`config.mk`:
```
export PLATFORM = sky130hd
export DESIGN_NAME = greedy_constraint_matcher
export DESIGN_NICKNAME = d
export VERILOG_FILES = /design/src/rtl/gcm_pkg.sv /design/src/rtl/greedy_constraint_matcher.sv /design/src/rtl/gcm_lane.sv /design/src/rtl/gcm_merge.sv
export SDC_FILE = /design/constraint.sdc
export NUM_CORES = 2
export LEC_CHECK = 0
export BUFFER_PORTS_ARGS = -buffer_cell sky130_fd_sc_hd__buf_4
export CAP_MARGIN = 20
export CORE_UTILIZATION = 25
export DETAILED_ROUTE_END_ITERATION = 6
export SLEW_MARGIN = 10
export SYNTH_ARGS = -nofsm -noshare
export SYNTH_HDL_FRONTEND = slang
export SYNTH_SLANG_ARGS = --single-unit
```
`constraint.sdc`:
```
create_clock -name i_clk -period 12.4 [get_ports i_clk]
set_input_delay 3.1 -clock i_clk [delete_from_list [all_inputs] [get_ports i_clk]]
set_output_delay 3.1 -clock i_clk [all_outputs]
set_load 0.05 [all_outputs]
```
`src/rtl/gcm_pkg.sv`:
```
`timescale 1ns / 1ps

package gcm_pkg;

    localparam int ACTION_W = 2;
    localparam int KIND_W   = 8;
    localparam int COUNT_W  = 3;
    localparam int STATUS_W = 2;
    localparam int TOTAL_W  = 5;
    localparam int IN_SLOTS = 4;

    // item actions; the unused code is handled by default arms
    typedef enum logic [ACTION_W-1:0] {
        ACT_START = 2'd0,
        ACT_LOAD  = 2'd1,
        ACT_MATCH = 2'd2
    } t_action;

    typedef enum logic [STATUS_W-1:0] {
        ST_MATCHED  = 2'd0,
        ST_NO_MATCH = 2'd1,
        ST_ACCEPTED = 2'd2,
        ST_FULL     = 2'd3
    } t_status;

    // per-lane control from the sequencing logic
    typedef struct packed {
        logic clr;
        logic wr;
        logic mark;
    } t_lane_ctl;

endpackage

```
`src/rtl/greedy_constraint_matcher.sv`:
```
`timescale 1ns / 1ps
// Channel   Valid      Stall      Payload
// input     i_valid    o_stall    i_action, i_entry_id, i_kind, i_participant_count,
//                                 i_participant_a .. i_participant_d
// output    o_valid    i_stall    o_status, o_proposition_id, o_construction_id,
//                                 o_matched_total
//
// All table lanes compare at once for each item and the lowest-index hit is picked in
// the same cycle; the result lands in the output register.
// Items are accepted every cycle while the output register is empty or being taken.
// Reset (synchronous, active low) empties the table, clears used marks, counts and
// the failure flag. A stalled output holds its item and stalls the input side.

module greedy_constraint_matcher #(
    parameter int TABLE_DEPTH      = 16,
    parameter int MAX_PARTICIPANTS = 4,
    parameter int ID_WIDTH         = 16
) (
    input  logic                                i_clk,
    input  logic                                i_rst_n,
    input  logic                                i_valid,
    output logic                                o_stall,
    input  logic [gcm_pkg::ACTION_W-1:0]        i_action,
    input  logic [ID_WIDTH-1:0]                 i_entry_id,
    input  logic [gcm_pkg::KIND_W-1:0]          i_kind,
    input  logic [gcm_pkg::COUNT_W-1:0]         i_participant_count,
    input  logic [ID_WIDTH-1:0]                 i_participant_a,
    input  logic [ID_WIDTH-1:0]                 i_participant_b,
    input  logic [ID_WIDTH-1:0]                 i_participant_c,
    input  logic [ID_WIDTH-1:0]                 i_participant_d,
    output logic                                o_valid,
    input  logic                                i_stall,
    output logic [gcm_pkg::STATUS_W-1:0]        o_status,
    output logic [ID_WIDTH-1:0]                 o_proposition_id,
    output logic [ID_WIDTH-1:0]                 o_construction_id,
    output logic [gcm_pkg::TOTAL_W-1:0]         o_matched_total
);
    import gcm_pkg::*;

    localparam int LD_W = $clog2(TABLE_DEPTH + 1);

    logic [IN_SLOTS-1:0][ID_WIDTH-1:0]         in_part;
    logic [MAX_PARTICIPANTS-1:0][ID_WIDTH-1:0] q_slots;
    t_lane_ctl                                 lane_ctl [TABLE_DEPTH];
    logic [TABLE_DEPTH-1:0]                    hit;
    logic [TABLE_DEPTH-1:0][ID_WIDTH-1:0]      lane_ids;
    logic [TABLE_DEPTH-1:0]                    pick;
    logic                                      found;
    logic [ID_WIDTH-1:0]                       pick_id;
    logic                                      accept;
    logic                                      full;

    logic [LD_W-1:0]     r_loaded, n_loaded;
    logic [TOTAL_W-1:0]  r_pairs,  n_pairs;
    logic                r_failed, n_failed;
    logic                r_out_valid, n_out_valid;
    t_status             r_status, n_status;
    logic [ID_WIDTH-1:0] r_pid, n_pid;
    logic [ID_WIDTH-1:0] r_cid, n_cid;
    logic [TOTAL_W-1:0]  r_total;

    assign accept  = i_valid && !o_stall;
    assign o_stall = r_out_valid && i_stall;
    assign full    = r_loaded == LD_W'(TABLE_DEPTH);

    // mask participant slots at or beyond the count
    assign in_part = {i_participant_d, i_participant_c, i_participant_b, i_participant_a};
    for (genvar k = 0; k < MAX_PARTICIPANTS; k++) begin : g_slots
        if (k < IN_SLOTS) begin : g_in
            assign q_slots[k] = (4'(k) < {1'b0, i_participant_count}) ? in_part[k] : '0;
        end else begin : g_zero
            assign q_slots[k] = '0;
        end
    end

    // table lanes
    for (genvar j = 0; j < TABLE_DEPTH; j++) begin : g_lane
        gcm_lane #(
            .ID_WIDTH        (ID_WIDTH),
            .MAX_PARTICIPANTS(MAX_PARTICIPANTS),
            .LD_W            (LD_W),
            .LANE_IDX        (j)
        ) u_lane (
            .i_clk   (i_clk),
            .i_rst_n (i_rst_n),
            .i_ctl   (lane_ctl[j]),
            .i_loaded(r_loaded),
            .i_id    (i_entry_id),
            .i_kind  (i_kind),
            .i_count (i_participant_count),
            .i_slots (q_slots),
            .o_hit   (hit[j]),
            .o_id    (lane_ids[j])
        );
    end

    gcm_merge #(
        .TABLE_DEPTH(TABLE_DEPTH),
        .ID_WIDTH   (ID_WIDTH)
    ) u_merge (
        .i_hit  (hit),
        .i_ids  (lane_ids),
        .o_found(found),
        .o_pick (pick),
        .o_id   (pick_id)
    );

    // drive lane writes, marks and clears
    always_comb begin
        for (int j = 0; j < TABLE_DEPTH; j++) begin
            lane_ctl[j].clr  = accept && (t_action'(i_action) == ACT_START);
            lane_ctl[j].wr   = accept && (t_action'(i_action) == ACT_LOAD) && !full
                               && (r_loaded == LD_W'(j));
            lane_ctl[j].mark = accept && (t_action'(i_action) == ACT_MATCH) && !r_failed
                               && pick[j];
        end
    end

    // decide next session state and the result
    always_comb begin
        n_loaded = r_loaded;
        n_pairs  = r_pairs;
        n_failed = r_failed;
        n_status = ST_NO_MATCH;
        n_pid    = '0;
        n_cid    = '0;
        unique case (t_action'(i_action))
            ACT_START: begin
                n_loaded = '0;
                n_pairs  = '0;
                n_failed = 1'b0;
                n_status = ST_ACCEPTED;
            end
            ACT_LOAD: begin
                if (full) begin
                    n_status = ST_FULL;
                end else begin
                    n_loaded = r_loaded + LD_W'(1);
                    n_status = ST_ACCEPTED;
                end
            end
            ACT_MATCH: begin
                priority if (r_failed) begin
                    n_status = ST_NO_MATCH;
                end else if (found) begin
                    n_pairs  = r_pairs + TOTAL_W'(1);
                    n_status = ST_MATCHED;
                    n_pid    = i_entry_id;
                    n_cid    = pick_id;
                end else begin
                    n_failed = 1'b1;
                    n_status = ST_NO_MATCH;
                end
            end
            default: begin
                n_status = ST_NO_MATCH;
            end
        endcase
        n_out_valid = accept || (r_out_valid && i_stall);
    end

    // hold session state
    always_ff @(posedge i_clk) begin
        if (!i_rst_n) begin
            r_loaded    <= '0;
            r_pairs     <= '0;
            r_failed    <= 1'b0;
            r_out_valid <= 1'b0;
        end else begin
            r_out_valid <= n_out_valid;
            if (accept) begin
                r_loaded <= n_loaded;
                r_pairs  <= n_pairs;
                r_failed <= n_failed;
            end
        end
    end

    // load the output register
    always_ff @(posedge i_clk) begin
        if (accept) begin
            r_status <= n_status;
            r_pid    <= n_pid;
            r_cid    <= n_cid;
            r_total  <= n_pairs;
        end
    end

    assign o_valid           = r_out_valid;
    assign o_status          = r_status;
    assign o_proposition_id  = r_pid;
    assign o_construction_id = r_cid;
    assign o_matched_total   = r_total;

`ifndef SYNTHESIS
    a_loaded_bound: assert property (@(posedge i_clk) disable iff (!i_rst_n)
        r_loaded <= LD_W'(TABLE_DEPTH))
        else $error("table fill exceeds depth");

    a_pick_onehot: assert property (@(posedge i_clk) disable iff (!i_rst_n)
        $onehot0(pick) && (found == (pick != '0)))
        else $error("merge picked more than one lane");

    a_match_result: assert property (@(posedge i_clk) disable iff (!i_rst_n)
        accept && (t_action'(i_action) == ACT_MATCH) && !r_failed && found
        |=> o_valid && (o_status == ST_MATCHED) && (r_pairs == $past(r_pairs) + TOTAL_W'(1)))
        else $error("match not reported");

    a_failed_hold: assert property (@(posedge i_clk) disable iff (!i_rst_n)
        accept && r_failed && (t_action'(i_action) == ACT_MATCH)
        |=> r_failed && (r_pairs == $past(r_pairs)) && (o_status == ST_NO_MATCH))
        else $error("failed session changed state");

    a_stall_valid: assert property (@(posedge i_clk) disable iff (!i_rst_n)
        o_stall |-> o_valid)
        else $error("input stalled with empty output register");
`endif

endmodule

```
`src/rtl/gcm_lane.sv`:
```
`timescale 1ns / 1ps

module gcm_lane #(
    parameter int ID_WIDTH         = 16,
    parameter int MAX_PARTICIPANTS = 4,
    parameter int LD_W             = 5,
    parameter int LANE_IDX         = 0
) (
    input  logic                                       i_clk,
    input  logic                                       i_rst_n,
    input  gcm_pkg::t_lane_ctl                         i_ctl,
    input  logic [LD_W-1:0]                            i_loaded,
    input  logic [ID_WIDTH-1:0]                        i_id,
    input  logic [gcm_pkg::KIND_W-1:0]                 i_kind,
    input  logic [gcm_pkg::COUNT_W-1:0]                i_count,
    input  logic [MAX_PARTICIPANTS-1:0][ID_WIDTH-1:0]  i_slots,
    output logic                                       o_hit,
    output logic [ID_WIDTH-1:0]                        o_id
);
    import gcm_pkg::*;

    logic [ID_WIDTH-1:0]                       r_id;
    logic [KIND_W-1:0]                         r_kind;
    logic [COUNT_W-1:0]                        r_count;
    logic [MAX_PARTICIPANTS-1:0][ID_WIDTH-1:0] r_part;
    logic                                      r_used;
    logic [MAX_PARTICIPANTS-1:0]               slot_ok;
    logic                                      live;

    // store the entry on its load
    always_ff @(posedge i_clk) begin
        if (i_ctl.wr) begin
            r_id    <= i_id;
            r_kind  <= i_kind;
            r_count <= i_count;
            r_part  <= i_slots;
        end
    end

    // track the used mark; start and load clear it
    always_ff @(posedge i_clk) begin
        if (!i_rst_n) begin
            r_used <= 1'b0;
        end else if (i_ctl.clr || i_ctl.wr) begin
            r_used <= 1'b0;
        end else if (i_ctl.mark) begin
            r_used <= 1'b1;
        end
    end

    // compare participants over the first count slots
    for (genvar k = 0; k < MAX_PARTICIPANTS; k++) begin : g_slot
        assign slot_ok[k] = (4'(k) >= {1'b0, i_count}) || (r_part[k] == i_slots[k]);
    end

    assign live  = LD_W'(LANE_IDX) < i_loaded;
    assign o_hit = live && !r_used && (r_kind == i_kind) && (r_count == i_count)
                   && (&slot_ok);
    assign o_id  = r_id;

endmodule

```
`src/rtl/gcm_merge.sv`:
```
`timescale 1ns / 1ps

module gcm_merge #(
    parameter int TABLE_DEPTH = 16,
    parameter int ID_WIDTH    = 16
) (
    input  logic [TABLE_DEPTH-1:0]               i_hit,
    input  logic [TABLE_DEPTH-1:0][ID_WIDTH-1:0] i_ids,
    output logic                                 o_found,
    output logic [TABLE_DEPTH-1:0]               o_pick,
    output logic [ID_WIDTH-1:0]                  o_id
);
    import gcm_pkg::*;

    // isolate the lowest-index hit
    assign o_pick  = i_hit & (~i_hit + TABLE_DEPTH'(1));
    assign o_found = |i_hit;

    // select the winning lane's id
    always_comb begin
        o_id = '0;
        for (int j = 0; j < TABLE_DEPTH; j++) begin
            if (o_pick[j]) begin
                o_id = o_id | i_ids[j];
            end
        end
    end

endmodule

```
==> results.md <==
Synth:
- The cell area that synthesis handed to floorplanning was 0.0705 mm^2.
- The cell type with the largest total area after synthesis is sky130_fd_sc_hd__edfxtp_1.
- In this run the mean area of a mapped cell was 13.3 um^2.
- After synthesis, the cell types taking the most area are sky130_fd_sc_hd__edfxtp_1, sky130_fd_sc_hd__xnor2_1, sky130_fd_sc_hd__xor2_1.
- The post-synthesis instance total is 5,282.
- The top cell type by area accounts for 63.7% of the synthesized area.
- By instance count, the leading cell after synthesis is sky130_fd_sc_hd__edfxtp_1.
- The share of flip-flops with an asynchronous set or reset after synthesis is 0%.
- The commonest cells after synthesis are sky130_fd_sc_hd__edfxtp_1, sky130_fd_sc_hd__xnor2_1, sky130_fd_sc_hd__xor2_1, sky130_fd_sc_hd__nor2_1, sky130_fd_sc_hd__nand2_1.
- The synthesized design contains 1,523 register bits.
- The number of nets handed over by synthesis was 5,383.
- Among all flip-flop cells after synthesis, the most frequent one is sky130_fd_sc_hd__edfxtp_1.
- The yosys synthesis warning count is 0.
- The count of cell types in the netlist is 94.
- The share of the yosys chip area belonging to registers is 64.5%.
- Counting flops with a built-in enable in the synthesized netlist gives 1,495.

Setup path:
- The worst setup path is captured at a flop.
- The slowest stage of the critical path is the sky130_fd_sc_hd__and4_1 cell.
- For the worst flop-to-flop path, the logic depth is 11.
- Of all nets on the critical path, the largest fanout is 129.
- At the worst endpoint, the arrival time is 9.04 ns.
- Setup slack on the worst reg-to-reg path comes out at 7.23 ns.
- Data on the critical path is required at its endpoint by 13.04 ns.
- The worst setup path is of the primary input to flop kind.
- The reg-to-reg critical path startpoint is g_lane[10].u_lane.r_part[51].
- The endpoint of the most critical register-to-register path is o_construction_id[13].
- STA classifies the critical path startpoint as a primary input.
- The stage delay of the slowest cell on the critical path is 1.07 ns.
- Walking the worst path, the cells encountered are buf_4 > buf_4 > nor2_4 > buf_12 > nor2_1 > o32ai_1 > nand4_1 > o31ai_1 > and4_1 > a31oi_1 > and3_1 > a31o_1 > or2_1 > a41oi_1.
- The library cell appearing most often on the critical path is sky130_fd_sc_hd__buf_4.

Route:
- The length of the first detailed-routing pass in iterations is 7.
- The average wire per standard cell is 24.0 um.
- The post-route DRC violation count is 5.
- Detailed routing inserted a total of 47.6k vias.
- The final layout contains routed wiring with a total length of 221,000 um.
- In this run, the number of DRC markers left after iteration 0 of detailed routing was 5,202.
- The antenna violation net count after detailed routing is 0.
- The via-per-instance ratio is 5.16.

Global routing:
- The total congestion overflow after global routing is 0.
- The via count of the first global-routing pass is 45.8k.
- The all-layer global routing usage is 15.1%.
- The number of antenna violations at the first check in global routing is 21.
- The wire length of the first global-routing pass is 319,000 um.
- Entering global routing, the biggest net connects 133 pins.

Floorplanning:
- The die boundary width is 533 um.
- The initial core utilization is 25.2%.
- The area enclosed by the die boundary is 0.284 mm^2.
- The core region is 0.280 mm^2.
- The count of standard-cell rows is 194.
- The die is 533 um tall.
- 138 I/O pins were placed.

Timing:
- The worst hold slack after final layout is 0.496 ns.
- For the pin with the worst max-slew slack, the measured transition is 1.16 ns.
- For this run, the top clock speed supported by timing is 119 MHz.
- The relative slew slack is 22.0%.
- The number of slew-limit violations in the final report was 0.
- The final setup violation count is 0.
- In the final timing run, aggregate negative setup slack is 0 ns.
- The number of failing hold endpoints at the final stage was 0.
- The least setup slack across all paths after layout is 4.00 ns.
- Setup repair after global routing left no endpoint under its margin.
- The final period utilization is 67.7%.
- The final worst clock skew is 0.0612 ns.
- The worst path in the final design needs a cycle of 8.40 ns, including I/O delays and setup.

Final layout:
- In the final layout, the multi-input gates occupy 0.0231 mm^2.
- The net count of the finished layout is 5,457.
- In the final layout, flip-flops and latches occupy 0.0455 mm^2.
- The final core area utilization is 28.9%.
- The share of post-route cells with drive strength above 1 is 9.71%.
- The layout has 27.9k filler cells.
- The post-route non-filler standard cell count is 9,224.
- The layout overhead on the synthesized area is 14.8%.

Placement:
- In this run, placement finished with an instance count of 8,910.
- During placement, the flow inserted port buffers numbering 137.
- The placer congestion estimate is 0.917.
- The sum of net half-perimeters after detailed placement is 141,000 um.
- OpenSTA, run right after detailed placement, puts the worst setup slack at 3.25 ns.

Run status:
- The checks that failed: DRC.
- The run finished, with violations left.

Min path:
- The end point of the most critical hold path is r_pairs[4].
- The number of instances on the worst hold path is 2.
- The class of the tightest hold or removal check is flop to flop.
- In this run the most critical hold path is launched from r_pairs[4].

Clock tree:
- The number of setup buffers added after CTS is 0.
- The cell at the root of the clock tree is sky130_fd_sc_hd__clkbuf_16.
- The clock tree from TritonCTS is built.
- In this run, post-CTS repair resized a total of 0 instances.
- Clock-pin slew was measured on the worst setup and hold paths at 0.06 ns.
- The number of CTS-inserted buffers is 165.
- After clock tree synthesis, the flow added hold-fix buffers numbering 0.
- For this design, the sink count on the clock tree is 1,523.
- In this run the deepest clock path goes through 3 buffers.
- CTS built an H-tree with a depth of 4.
- For the worst-skew pair, the clock arrives at the later sink with an insertion delay of 0.82 ns.

Power:
- Across the VDD grid, the largest voltage drop is 0.000157 V.
- The leakage power of the design is 25.0 nW.
- Power spread over the standard cell area amounts to 140 mW/mm^2.

Run:
- The tool flagged a number of max-cap violations equal to 0.
-- cells by family after synthesis --
| logic type | synth area share [%] |
|---|---|
| buffers and inverters | 3.04 |
| AOI/OAI and AO/OA | 11.0 |
| DFF | 64.5 |
| and+or+nand+nor | 11.8 |
| xor gates and xnor gates | 9.33 |
| adders and majority gates | 0.0710 |
| muxes | 0.213 |
-- through the flow --
step | cell area (um^2) | total power [mW]
after floorplan | 70500 | 6.25
after global placement | 75400 | 6.53
after detailed placement | 75500 | 6.55
after CTS | 80900 | 11.4
after global routing | 80900 | 11.7
final | 80900 | 11.3
-- metal layers --
layer	global-route usage, %	up-vias	share of wire, %
met5	0	-	0.031
met4	6.52	12	4.4
met3	2.94	501	7.7
met2	25.1	2162	47
met1	19.0	24100	40
li1	-	20800	-
-- critical path: cells and delay by family --
kind                   cells  cell delay [ns]
AND/OR/NAND/NOR            6             2.79
AO/OA/AOI/OAI              5             2.00
buffers and inverters      3             0.94
-- cell usage in the layout (no fill, tap or decap), drive strengths merged, types with 32 or more instances in the layout --
master  netlist  layout
xor2        344     344
nand3       132     132
nand2       202     202
edfxtp     1495    1495
o32ai       186     186
o21ai        85      85
xnor2       407     407
inv         177     184
nor4bb      130     130
and3         65      65
o31ai        32      32
nor2b        61      61
buf         202     213
clkbuf      104     205
and2         43      43
nand4       110     110
a31oi       156     156
a22oi        46      46
nor2        255     255
nor4        125     125
nor3        140     140
a21oi       186     186
o22ai        86      86
clkinv        6      78
-- sequential cells by signal, indices dropped and copies added (netlist names), 16 cells and up --
signal / flops
g_lane.u_lane.r_part: 1024
g_lane.u_lane.o_id: 256
g_lane.u_lane.r_kind: 128
g_lane.u_lane.r_count: 48
g_lane.u_lane.r_used: 16
o_construction_id: 16
o_proposition_id: 16
-- layout make-up --
cell class | instances | share of cell area, %
multi-input cells | 3270 | 28.5
well taps | 3724 | 5.76
flip-flops and latches | 1523 | 56.2
clock buffers | 205 | 5.34
inverters | 183 | 0.849
repair buffers | 213 | 2.06
diodes | 10 | 0.0309
clock inverters | 96 | 1.30
-- worst max-delay path by stage --
stage	endpoint	slack, ns	cells after the start	startpoint
after floorplan	g_lane[0].u_lane.o_id[0]	0.77	7	i_stall
after global placement	o_construction_id[15]	3.30	13	i_participant_count[1]
after detailed placement	o_construction_id[13]	3.25	14	i_participant_count[1]
after CTS	o_construction_id[13]	4.12	14	i_participant_count[1]
after global routing	o_construction_id[4]	3.81	14	i_participant_count[1]
final	o_construction_id[13]	4.00	14	i_participant_count[1]
-- report_power, final --
part	internal [mW]	switching, mW	total, mW
registers	5.68	0.0118	5.69
clock network	2.79	2.11	4.90
logic	0.205	0.545	0.750
(Power assumes the default switching activity.)
